File: src/sv/fgmc_pkg.sv
package fgmc_pkg;

  // func field codes
  localparam logic [1:0] FUNC_RUN     = 2'd0;
  localparam logic [1:0] FUNC_PRELOAD = 2'd1;
  localparam logic [1:0] FUNC_READ    = 2'd2;
  localparam logic [1:0] FUNC_NONE    = 2'd3;

  // opcodes
  localparam logic [2:0] OP_NOP   = 3'd0;
  localparam logic [2:0] OP_ADD   = 3'd1;
  localparam logic [2:0] OP_SUB   = 3'd2;
  localparam logic [2:0] OP_ADDI  = 3'd3;
  localparam logic [2:0] OP_SUBI  = 3'd4;
  localparam logic [2:0] OP_LOAD  = 3'd5;
  localparam logic [2:0] OP_STORE = 3'd6;
  localparam logic [2:0] OP_HALT  = 3'd7;

  localparam int DMEM_AW = 10;

  typedef enum logic [1:0] {
    REG_THREADS   = 2'd0,
    REG_LOAD_LAT  = 2'd1,
    REG_STORE_LAT = 2'd2
  } cfg_idx_t;

  typedef struct packed {
    logic       wr;
    logic [1:0] idx;
    logic [7:0] data;
  } cfg_wr_t;

  // control snapshot taken after an item's effect
  typedef struct packed {
    logic [2:0]  fetch_thread;
    logic [11:0] fetch_line;
    logic        idle;
    logic        done_res;
    logic [31:0] cycle_count;
    logic [31:0] instr_count;
  } snap_t;

endpackage

File: src/sv/fgmc_ctrl.sv
module fgmc_ctrl import fgmc_pkg::*; #(
  parameter int MAX_THREADS = 8,
  parameter int TW          = 3,
  parameter int NW          = 4
) (
  input  logic          clk,
  input  logic          rst_n,
  input  logic          fire,
  input  logic [1:0]    func,
  input  logic [2:0]    opcode,
  input  cfg_wr_t       cfg,
  input  logic [1:0]    rd_idx,
  output logic [31:0]   rd_data,
  output logic [TW-1:0] cur_thread,
  output logic          issued,
  output snap_t         snap
);

  logic [3:0]             tiu_r, tiu_nxt;
  logic [7:0]             ll_r, ll_nxt;
  logic [7:0]             sl_r, sl_nxt;
  logic [11:0]            line_r [MAX_THREADS];
  logic [11:0]            line_nxt [MAX_THREADS];
  logic [8:0]             wait_r [MAX_THREADS];
  logic [8:0]             wait_nxt [MAX_THREADS];
  logic [MAX_THREADS-1:0] ready_r, ready_nxt;
  logic [MAX_THREADS-1:0] halted_r, halted_nxt;
  logic [MAX_THREADS-1:0] waiting;
  logic [TW-1:0]          cur_r, cur_nxt;
  logic                   idle_r, idle_nxt;
  logic [31:0]            cyc_r, cyc_nxt;
  logic [31:0]            ins_r, ins_nxt;
  logic [NW-1:0]          n, n_nxt, n_cfg;
  logic                   can, run, found, ok;
  logic [TW:0]            start;

  function automatic logic [NW-1:0] clamp_n(input logic [3:0] v);
    return (32'(v) > MAX_THREADS) ? NW'(MAX_THREADS) : NW'(v);
  endfunction

  function automatic logic halted_all(input logic [MAX_THREADS-1:0] h,
                                      input logic [NW-1:0] cnt);
    logic r;
    r = 1'b1;
    for (int i = 0; i < MAX_THREADS; i++) begin
      if (NW'(i) < cnt && !h[i]) r = 1'b0;
    end
    return r;
  endfunction

  always_comb begin
    tiu_nxt    = tiu_r;
    ll_nxt     = ll_r;
    sl_nxt     = sl_r;
    line_nxt   = line_r;
    wait_nxt   = wait_r;
    ready_nxt  = ready_r;
    halted_nxt = halted_r;
    cur_nxt    = cur_r;
    idle_nxt   = idle_r;
    cyc_nxt    = cyc_r;
    ins_nxt    = ins_r;
    found      = 1'b0;
    start      = '0;

    n      = clamp_n(tiu_r);
    can    = !idle_r && (NW'(cur_r) < n) && ready_r[cur_r];
    run    = fire && func == FUNC_RUN && !halted_all(halted_r, n);
    issued = run && can;

    if (issued) begin
      if (ins_r != '1) ins_nxt = ins_r + 32'd1;
      if (opcode == OP_HALT) begin
        halted_nxt[cur_r] = 1'b1;
        ready_nxt[cur_r]  = 1'b0;
      end else if (opcode == OP_LOAD) begin
        wait_nxt[cur_r]  = {1'b0, ll_r} + 9'd1;
        ready_nxt[cur_r] = 1'b0;
      end else if (opcode == OP_STORE) begin
        wait_nxt[cur_r]  = {1'b0, sl_r} + 9'd1;
        ready_nxt[cur_r] = 1'b0;
      end
      line_nxt[cur_r] = line_r[cur_r] + 12'd1;
    end

    if (run) begin
      if (cyc_r != '1) cyc_nxt = cyc_r + 32'd1;
      for (int i = 0; i < MAX_THREADS; i++) begin
        if (wait_nxt[i] != 9'd0) begin
          wait_nxt[i] = wait_nxt[i] - 9'd1;
          if (wait_nxt[i] == 9'd0 && NW'(i) < n && !halted_nxt[i]) ready_nxt[i] = 1'b1;
        end
      end
      // round robin: after the issuing thread, else from thread 0
      start = issued ? {1'b0, cur_r} + (TW+1)'(1) : '0;
      cur_nxt = '0;
      for (int i = 0; i < MAX_THREADS; i++) begin
        if (!found && ready_nxt[i] && NW'(i) < n && (TW+1)'(i) >= start) begin
          cur_nxt = TW'(i);
          found   = 1'b1;
        end
      end
      for (int i = 0; i < MAX_THREADS; i++) begin
        if (!found && ready_nxt[i] && NW'(i) < n) begin
          cur_nxt = TW'(i);
          found   = 1'b1;
        end
      end
      idle_nxt = !found;
    end

    n_cfg = clamp_n(cfg.data[3:0]);
    if (cfg.wr) begin
      unique case (cfg.idx)
        REG_THREADS: begin
          tiu_nxt = cfg.data[3:0];
          for (int i = 0; i < MAX_THREADS; i++) begin
            ready_nxt[i] = NW'(i) < n_cfg && !halted_r[i] && wait_r[i] == 9'd0;
          end
        end
        REG_LOAD_LAT:  ll_nxt = cfg.data;
        REG_STORE_LAT: sl_nxt = cfg.data;
        default: ;
      endcase
    end

    n_nxt = clamp_n(tiu_nxt);
    ok    = !idle_nxt && (NW'(cur_nxt) < n_nxt) && ready_nxt[cur_nxt];
    snap.fetch_thread = ok ? 3'(cur_nxt) : 3'd0;
    snap.fetch_line   = ok ? line_nxt[cur_nxt] : 12'd0;
    snap.idle         = !ok;
    snap.done_res     = halted_all(halted_nxt, n_nxt);
    snap.cycle_count  = cyc_nxt;
    snap.instr_count  = ins_nxt;
  end

  always_comb begin
    unique case (rd_idx)
      REG_THREADS:   rd_data = 32'(tiu_r);
      REG_LOAD_LAT:  rd_data = 32'(ll_r);
      REG_STORE_LAT: rd_data = 32'(sl_r);
      default:       rd_data = 32'd0;
    endcase
  end

  always_comb begin
    for (int i = 0; i < MAX_THREADS; i++) waiting[i] = wait_r[i] != 9'd0;
  end

  assign cur_thread = cur_r;

  always_ff @(posedge clk) begin
    if (!rst_n) begin
      tiu_r    <= 4'd1;
      ll_r     <= '0;
      sl_r     <= '0;
      ready_r  <= MAX_THREADS'(1);
      halted_r <= '0;
      cur_r    <= '0;
      idle_r   <= 1'b0;
      cyc_r    <= '0;
      ins_r    <= '0;
      for (int i = 0; i < MAX_THREADS; i++) begin
        line_r[i] <= '0;
        wait_r[i] <= '0;
      end
    end else begin
      tiu_r    <= tiu_nxt;
      ll_r     <= ll_nxt;
      sl_r     <= sl_nxt;
      ready_r  <= ready_nxt;
      halted_r <= halted_nxt;
      cur_r    <= cur_nxt;
      idle_r   <= idle_nxt;
      cyc_r    <= cyc_nxt;
      ins_r    <= ins_nxt;
      line_r   <= line_nxt;
      wait_r   <= wait_nxt;
    end
  end

  a_ready_not_halted: assert property (@(posedge clk) disable iff (!rst_n)
    (ready_r & halted_r) == '0)
    else $error("halted thread marked ready");

  a_ready_not_waiting: assert property (@(posedge clk) disable iff (!rst_n)
    (ready_r & waiting) == '0)
    else $error("parked thread marked ready");

  a_halt_sticks: assert property (@(posedge clk) disable iff (!rst_n)
    1'b1 |=> (($past(halted_r) & ~halted_r) == '0))
    else $error("halted thread came back");

endmodule

File: config.mk
export PLATFORM = sky130hd
export DESIGN_NAME = fgmc_ctrl
export DESIGN_NICKNAME = d
export VERILOG_FILES = /design/src/sv/fgmc_pkg.sv /design/src/sv/fgmc_ctrl.sv
export SDC_FILE = /design/constraint.sdc
export NUM_CORES = 1
export LEC_CHECK = 0
export ABC_AREA = 1
export BUFFER_PORTS_ARGS = -buffer_cell sky130_fd_sc_hd__buf_2
export CAP_MARGIN = 20
export CORE_MARGIN = 5
export CORE_UTILIZATION = 35
export DETAILED_ROUTE_END_ITERATION = 8
export GPL_TIMING_DRIVEN = 1
export HOLD_SLACK_MARGIN = 0.02
export MAX_ROUTING_LAYER = met4
export SLEW_MARGIN = 20
export SYNTH_ARGS = -nofsm -noshare
export SYNTH_HDL_FRONTEND = slang
export SYNTH_SLANG_ARGS = --single-unit
File: constraint.sdc
create_clock -name clk -period 5.1 [get_ports clk]
set_clock_uncertainty 0.15 [all_clocks]
set_input_delay 0 -clock clk [delete_from_list [all_inputs] [get_ports clk]]
set_output_delay 0 -clock clk [all_outputs]
set_load 0.03 [all_outputs]
==> impl_metrics.json, run 1 <==
{
  "vdd.ir_drop.worst_v": 0.000261,
  "core_area_mm2": 0.0549,
  "antenna_found_initial": 0,
  "synth.distinct_cells": 65,
  "max-slew-margin-rel": 0.365,
  "final_nets": 3601,
  "arrival_ns": 5.84,
  "io_pins": 138,
  "drc": 0,
  "synth.top_cell.area_share": 0.282,
  "p_comb_frac": 0.356,
  "cp.required_ns": 4.95,
  "p_leak_nw": 11.9,
  "drt-total-wl_um": 75600,
  "ff2ff_setup_slack_ns": 0.15,
  "synth-edff-count": 0,
  "pre_cts_ws_ns": -0.360,
  "crit_type": "reg -> out",
  "die_h_um": 245,
  "wl_per_cell_um": 17.6,
  "ys_seq_area_frac": 0.282,
  "placementRows": 86,
  "antenna_cells": 0,
  "ys_async_sr_fraction": 0,
  "dp.final_hpwl_um": 53600,
  "clk_latency_ns": 0.56,
  "yosysMostFrequentCell": "nand2_1",
  "clock.fmax_mhz": 167,
  "cp_max_fo": 6,
  "path_clk_slew_ns": 0.06,
  "place_congestion": 0.997,
  "ant_nets": 0,
  "ctsHtreeMaxLevel": 2,
  "io_buffers": 113,
  "r2r_cells": 37,
  "track_usage": 0.245,
  "power_frac_seq": 0.303,
  "worstHoldPathCells": 4,
  "critPathSlowestCell": "dfxtp_2",
  "dr.first_iter.drc_count": 2105,
  "synthTopCellsByArea": "dfxtp_1 (28%), nand2_1 (13%), o21ai_0 (7.6%), nor2_1 (7.3%), inv_1 (7.0%)",
  "fin_ws_ns": -0.890,
  "violations": "negative setup slack",
  "syn_inst": 3112,
  "grt_pass1_vias": 20600,
  "p_per_area_mw_per_mm2": 295,
  "max_cap_violations": 0,
  "multiInputGateArea_mm2": 0.0125,
  "drtPass1Iterations": 5,
  "yosysTopAreaCell": "dfxtp_1",
  "path_buf_inv": 17,
  "fill_cells": 5562,
  "seq_area_mm2": 0.00546,
  "cts_tree": "yes",
  "sw_frac_of_total": 0.350,
  "status": "finished with violations",
  "clock-sinks": 272,
  "cts_root_buf": "clkbuf_16",
  "total_power_mw": 7.67,
  "fp.dieW_um": 245,
  "yosysWarnings": 0,
  "pwr-share-clk": 0.341,
  "cp.depth": 38,
  "slowest_delay_ns": 0.36,
  "dieArea_mm2": 0.0599,
  "synth_common_cells": "nand2_1 (651), nor2_1 (377), inv_1 (361)",
  "fin_crit_sh": 1.17,
  "drive_gt1_frac": 0.237,
  "cts_inserted_buffers": 34,
  "internal_power_mw": 4.98,
  "hold_path.class": "in -> reg",
  "start_util": 0.351,
  "avgSynthCellArea_um2": 6.20,
  "syn_area_mm2": 0.0193,
  "hold_viol": 0,
  "critPathCaptureType": "output pin",
  "syn2layout_area_growth_pct": 34.8,
  "ys_ff_latch": 272,
  "path_common_cell": "buf_4",
  "rsz0062_at_grt": "yes",
  "cts_buffer_depth": 3,
  "critPathLaunchType": "flop",
  "dr_total_vias": 22400,
  "final.min_clock_period_ns": 5.99,
  "crit_family": "buffers and inverters",
  "fin_util": 0.474,
  "p_sw_mw": 2.68,
  "grt_pass1_wl_um": 115000,
  "overflow": 0,
  "hold_ws_ns": 0.163,
  "vias_per_cell": 5.23,
  "tightest_slew_ns": 0.953,
  "grt_max_degree": 88,
  "ys.flop_type": "dfxtp_1",
  "setup_viol": 16,
  "drv_slew": 0
}
[stage by stage]
| step | area (µm²) | std cells | setup TNS [ns] |
|---|---|---|---|
| after global routing | 26000 | 4282 | -18.25 |
| after global placement | 22800 | 4121 | -5.72 |
| final | 26000 | 4282 | -13.81 |
| after floorplan | 19500 | 3135 | 0 |
| after CTS | 25000 | 4249 | -11.81 |
| after detailed placement | 22800 | 4121 | -5.34 |
[kinds of logic after synthesis]
logic type | synth area share
and+or+nand+nor | 0.334
buffers and inverters | 0.119
DFF | 0.282
xor gates and xnor gates | 0.0377
AOI/OAI and AO/OA | 0.199
muxes | 0.00986
adders and majority gates | 0.0182
other | 0.000194
[cells in the final DEF, fill, tap and decap left out, types with 41 or more instances in the layout]
master | Yosys | layout
inv_1 | 361 | 349
o21ai_0 | 291 | 288
nand4_1 | 55 | 55
clkbuf_16 | 0 | 42
dfxtp_1 | 272 | 265
buf_2 | 24 | 97
buf_4 | 33 | 358
nor2_1 | 377 | 342
nand3_1 | 220 | 205
xor2_1 | 70 | 65
nand2_1 | 651 | 606
nand2_2 | 15 | 46
a21oi_1 | 217 | 214
nor2_4 | 8 | 41
[area by class of cell]
cell class / count / share of cell area
Multi-Input combinational cell: 2314 / 0.483
Sequential cell: 272 / 0.210
Timing Repair Buffer: 543 / 0.170
Inverter: 387 / 0.0567
Clock buffer: 54 / 0.0439
Tap cell: 704 / 0.0339
Clock inverter: 8 / 0.00270
[worst reg2reg max path: cells and delay by family (launching register included)]
kind | cells | cell delay (ns)
flip-flops | 1 | 0.36
AND/OR/NAND/NOR | 24 | 2.53
adder cells (fa/ha/maj) | 1 | 0.17
AO/OA/AOI/OAI | 4 | 0.59
buffers and inverters | 8 | 1.04
[layer usage]
layer	vias to the layer above	global-route usage	routed length, µm
met2	907	0.380	33600
li1	11100	-	-
met1	10200	0.318	32500
met3	208	0.0414	6160
met5	-	-	0
met4	0	0.0980	3300
[timing repair]
| action | CTS | global route |
|---|---|---|
| resized for setup | 109 | 174 |
| endpoints found under the setup margin | 16 | 19 |
| buffers inserted | 42 | 29 |
| cloned | 2 | 5 |
| pin swaps | 28 | 82 |
| hold buffers | 23 | 0 |
| hold endpoints to repair | 86 | 0 |
[power groups by stage]
stage | combinational (mW) | sequential (mW) | clock (mW)
final | 2.73 | 2.32 | 2.62
after global routing | 2.98 | 2.33 | 2.75
after CTS | 2.44 | 2.31 | 2.67
after detailed placement | 2.30 | 2.36 | 0
after global placement | 2.30 | 2.36 | 0
after floorplan | 1.44 | 2.32 | 0
[registers in the layout, summed over array words and instances (netlist names)]
| register | cells |
|---|---|
| cur_thread | 3 |
| cyc_r | 32 |
| halted_r | 8 |
| idle_r | 1 |
| ins_r | 32 |
| line_r | 96 |
| ll_r | 8 |
| ready_r | 8 |
| sl_r | 8 |
| tiu_r | 4 |
| wait_r | 72 |
[final timing paths]
kind                 start             to
setup / recovery  tiu_r[1]       snap[78]
hold / removal      cfg[6]        sl_r[6]
setup reg to reg  tiu_r[1]  cur_thread[0]
hold reg to reg   ins_r[1]       ins_r[1]
No activity file was read; power rests on OpenSTA's default activity.
==> run 2: changes to the inputs <==
--- a/config.mk
+++ b/config.mk
@@ -5,7 +5,7 @@
 export SDC_FILE = /design/constraint.sdc
 export NUM_CORES = 1
 export LEC_CHECK = 0
-export ABC_AREA = 1
+export ABC_CLOCK_PERIOD_IN_PS = 5100
 export BUFFER_PORTS_ARGS = -buffer_cell sky130_fd_sc_hd__buf_2
 export CAP_MARGIN = 20
 export CORE_MARGIN = 5
==> run 2 against run 1 <==
Compared with the run above:
- the flow still finishes with violations (negative setup slack)
- critical path type unchanged
- cell count shrank 12%
- sequential share of layout area down 0.45 points
- final area up 2.2%
- worst hold slack got worse by 0.11 ns
- core utilization up 3.3 points
==> impl_metrics.json, run 2 <==
{
  "status": "finished with violations",
  "violations": "negative setup slack",
  "antenna_found_initial": 1,
  "final_nets": 3116,
  "ys.flop_type": "dfxtp_1",
  "place_congestion": 1.02,
  "max-slew-margin-rel": 0.373,
  "hold_end": "ll_r[2]",
  "synth.top_cell.area_share": 0.294,
  "vdd.ir_drop.worst_v": 0.000302,
  "reg2reg_to": "cur_thread[1]",
  "avgSynthCellArea_um2": 7.64,
  "cp_max_fo": 7,
  "ys_async_sr_fraction": 0,
  "ant_nets": 0,
  "yosysWarnings": 0,
  "internal_power_mw": 4.71,
  "ctsHtreeMaxLevel": 2,
  "final.min_clock_period_ns": 6.53,
  "drive_gt1_frac": 0.318,
  "dieArea_mm2": 0.0576,
  "most-common-layout-cells": "buf_4 (591), nor2_1 (339), dfxtp_1 (265), nand2_1 (203), a21oi_1 (128)",
  "drtPass1Iterations": 6,
  "clock-sinks": 272,
  "synth_common_cells": "nor2_1 (353), dfxtp_1 (272), nand2_1 (210)",
  "grt_pass1_wl_um": 127000,
  "hold_viol": 0,
  "stdcell_area_mm2": 0.0266,
  "arrival_ns": 6.38,
  "dp.final_hpwl_um": 64200,
  "drv_slew": 0,
  "reg_top3": "line_r: 96 flops, wait_r: 72 flops",
  "crit_family": "compound AO/OA/AOI/OAI gates",
  "path_common_cell": "buf_6",
  "pre_cts_ws_ns": -1.15,
  "synth-edff-count": 0,
  "path_buf_inv": 9,
  "dr_total_vias": 21500,
  "io_buffers": 113,
  "fin_ws_ns": -1.43,
  "fp.dieW_um": 240,
  "rsz0062_at_grt": "yes",
  "ys_ff_latch": 272,
  "syn_area_mm2": 0.0185,
  "worstHoldPathCells": 4,
  "largest_register_ffs": 96,
  "tightest_slew_ns": 0.937,
  "hold_path.class": "in -> reg",
  "overflow": 0,
  "drc": 0,
  "ys_seq_area_frac": 0.294,
  "p_comb_frac": 0.292,
  "core_area_mm2": 0.0524,
  "reg2reg_from": "tiu_r[2]",
  "track_usage": 0.290,
  "cts_buffer_depth": 3,
  "cp.required_ns": 4.95,
  "ff2ff_setup_slack_ns": 0.07,
  "critPathSlowestCell": "or4_4",
  "final_common_cell": "buf_4",
  "critPathLaunchType": "flop",
  "dr.first_iter.drc_count": 2119,
  "placementRows": 84,
  "max_cap_violations": 0,
  "dpl_cell_area_mm2": 0.0239,
  "io_pins": 138,
  "slowest_delay_ns": 0.50,
  "crit_type": "reg -> out",
  "p_leak_nw": 11.2,
  "synth.distinct_cells": 102,
  "syn2layout_area_growth_pct": 43.4,
  "vias_per_cell": 5.70,
  "drt-total-wl_um": 84400,
  "path_clk_slew_ns": 0.06,
  "regMostFlops": "line_r",
  "clk_latency_ns": 0.58,
  "r2r_cells": 25,
  "hold_start": "cfg[10]",
  "cts_inserted_buffers": 36,
  "pwr-share-clk": 0.388,
  "yosysMostFrequentCell": "nor2_1",
  "fin_crit_sh": 1.28,
  "setup_viol": 16,
  "clock.fmax_mhz": 153,
  "grt_pass1_vias": 21200,
  "synthTopCellsByArea": "dfxtp_1 (29%), nor2_1 (7.2%), mux2i_1 (6.4%), nand2_1 (4.3%), xnor2_1 (4.1%)",
  "syn_inst": 2423,
  "start_util": 0.353,
  "cts_tree": "yes",
  "cts_root_buf": "clkbuf_16",
  "p_sw_mw": 2.27,
  "p_per_area_mw_per_mm2": 263,
  "die_h_um": 240,
  "sw_frac_of_total": 0.325,
  "yosysTopAreaCell": "dfxtp_1",
  "critPathCaptureType": "output pin",
  "grt_max_degree": 92,
  "wl_per_cell_um": 22.3,
  "power_frac_seq": 0.320
}
run 2: area by class of cell:
cell class	instances	area [µm²]
antenna	1	2.50
clock buffer	54	1080
clock inverter	11	191
fill	5063	25900
inverter	49	213
multi-input combinational	1961	13100
sequential	272	5460
tap	688	861
timing repair buffer	746	5680
timing repair inverter	1	11.3
run 2: worst min-delay path, delay by kind of cell:
kind,cells,cell delay (ns)
and+or+nand+nor,2,0.48
buffers and inverters,1,0.12
muxes,1,0.14
run 2: per-layer routing:
| metal | global-route usage | share of wire | vias to the layer above | routed length (µm) |
|---|---|---|---|---|
| met3 | 0.0383 | 0.064 | 273 | 5410 |
| met1 | 0.365 | 0.42 | 10300 | 35500 |
| li1 | - | - | 10000 | - |
| met5 | - | 0 | - | 0 |
| met4 | 0.140 | 0.058 | 0 | 4900 |
| met2 | 0.462 | 0.46 | 893 | 38500 |
run 2: cell families after synthesis:
group,synth area share
and+or+nand+nor,0.276
AOI/OAI and AO/OA,0.226
DFF,0.294
buffers and inverters,0.0518
xor gates and xnor gates,0.0624
muxes,0.0711
adders and majority gates,0.0189
other,0.000202
run 2: power groups by stage:
stage	registers [mW]	logic [mW]	clock network (mW)
4_1_cts	2.23	1.91	2.76
3_3_place_gp	2.28	1.77	0
6_report	2.24	2.04	2.71
2_1_floorplan	2.26	1.01	0
3_5_place_dp	2.28	1.78	0
5_1_grt	2.24	2.16	2.86
run 2: through the flow:
step / utilization / power [mW] / instances / hold WS, ns / TNS, ns
global route: 0.507 / 7.26 / 3783 / 0.0953 / -24.94
floorplan: - / 3.27 / 2446 / -0.00606 / -13.93
detailed placement: 0.456 / 4.06 / 3649 / 0.110 / -17.48
finish: 0.507 / 6.98 / 3783 / 0.0567 / -21.69
global placement: 0.456 / 4.05 / 3649 / 0.0939 / -15.71
CTS: 0.495 / 6.91 / 3751 / 0.0285 / -21.77
run 2: what timing repair did:
item / 4_1_cts / 5_1_grt
pin swaps: 32 / 48
setup endpoints to repair: 22 / 27
setup buffers: 25 / 34
hold buffers: 11 / 0
gates resized for setup: 111 / 84
gates cloned: 1 / 0
hold endpoints to repair: 21 / 0
run 2: how the worst max path moves through the flow:
stage	cells past startpoint	endpoint	startpoint	slack (ns)
after floorplan	29	snap[75]	tiu_r[3]	-1.01
after global placement	25	snap[71]	tiu_r[3]	-1.04
after detailed placement	26	snap[75]	tiu_r[1]	-1.15
after CTS	26	snap[79]	tiu_r[3]	-1.44
after global routing	25	snap[72]	tiu_r[2]	-1.63
final	28	snap[69]	tiu_r[2]	-1.43
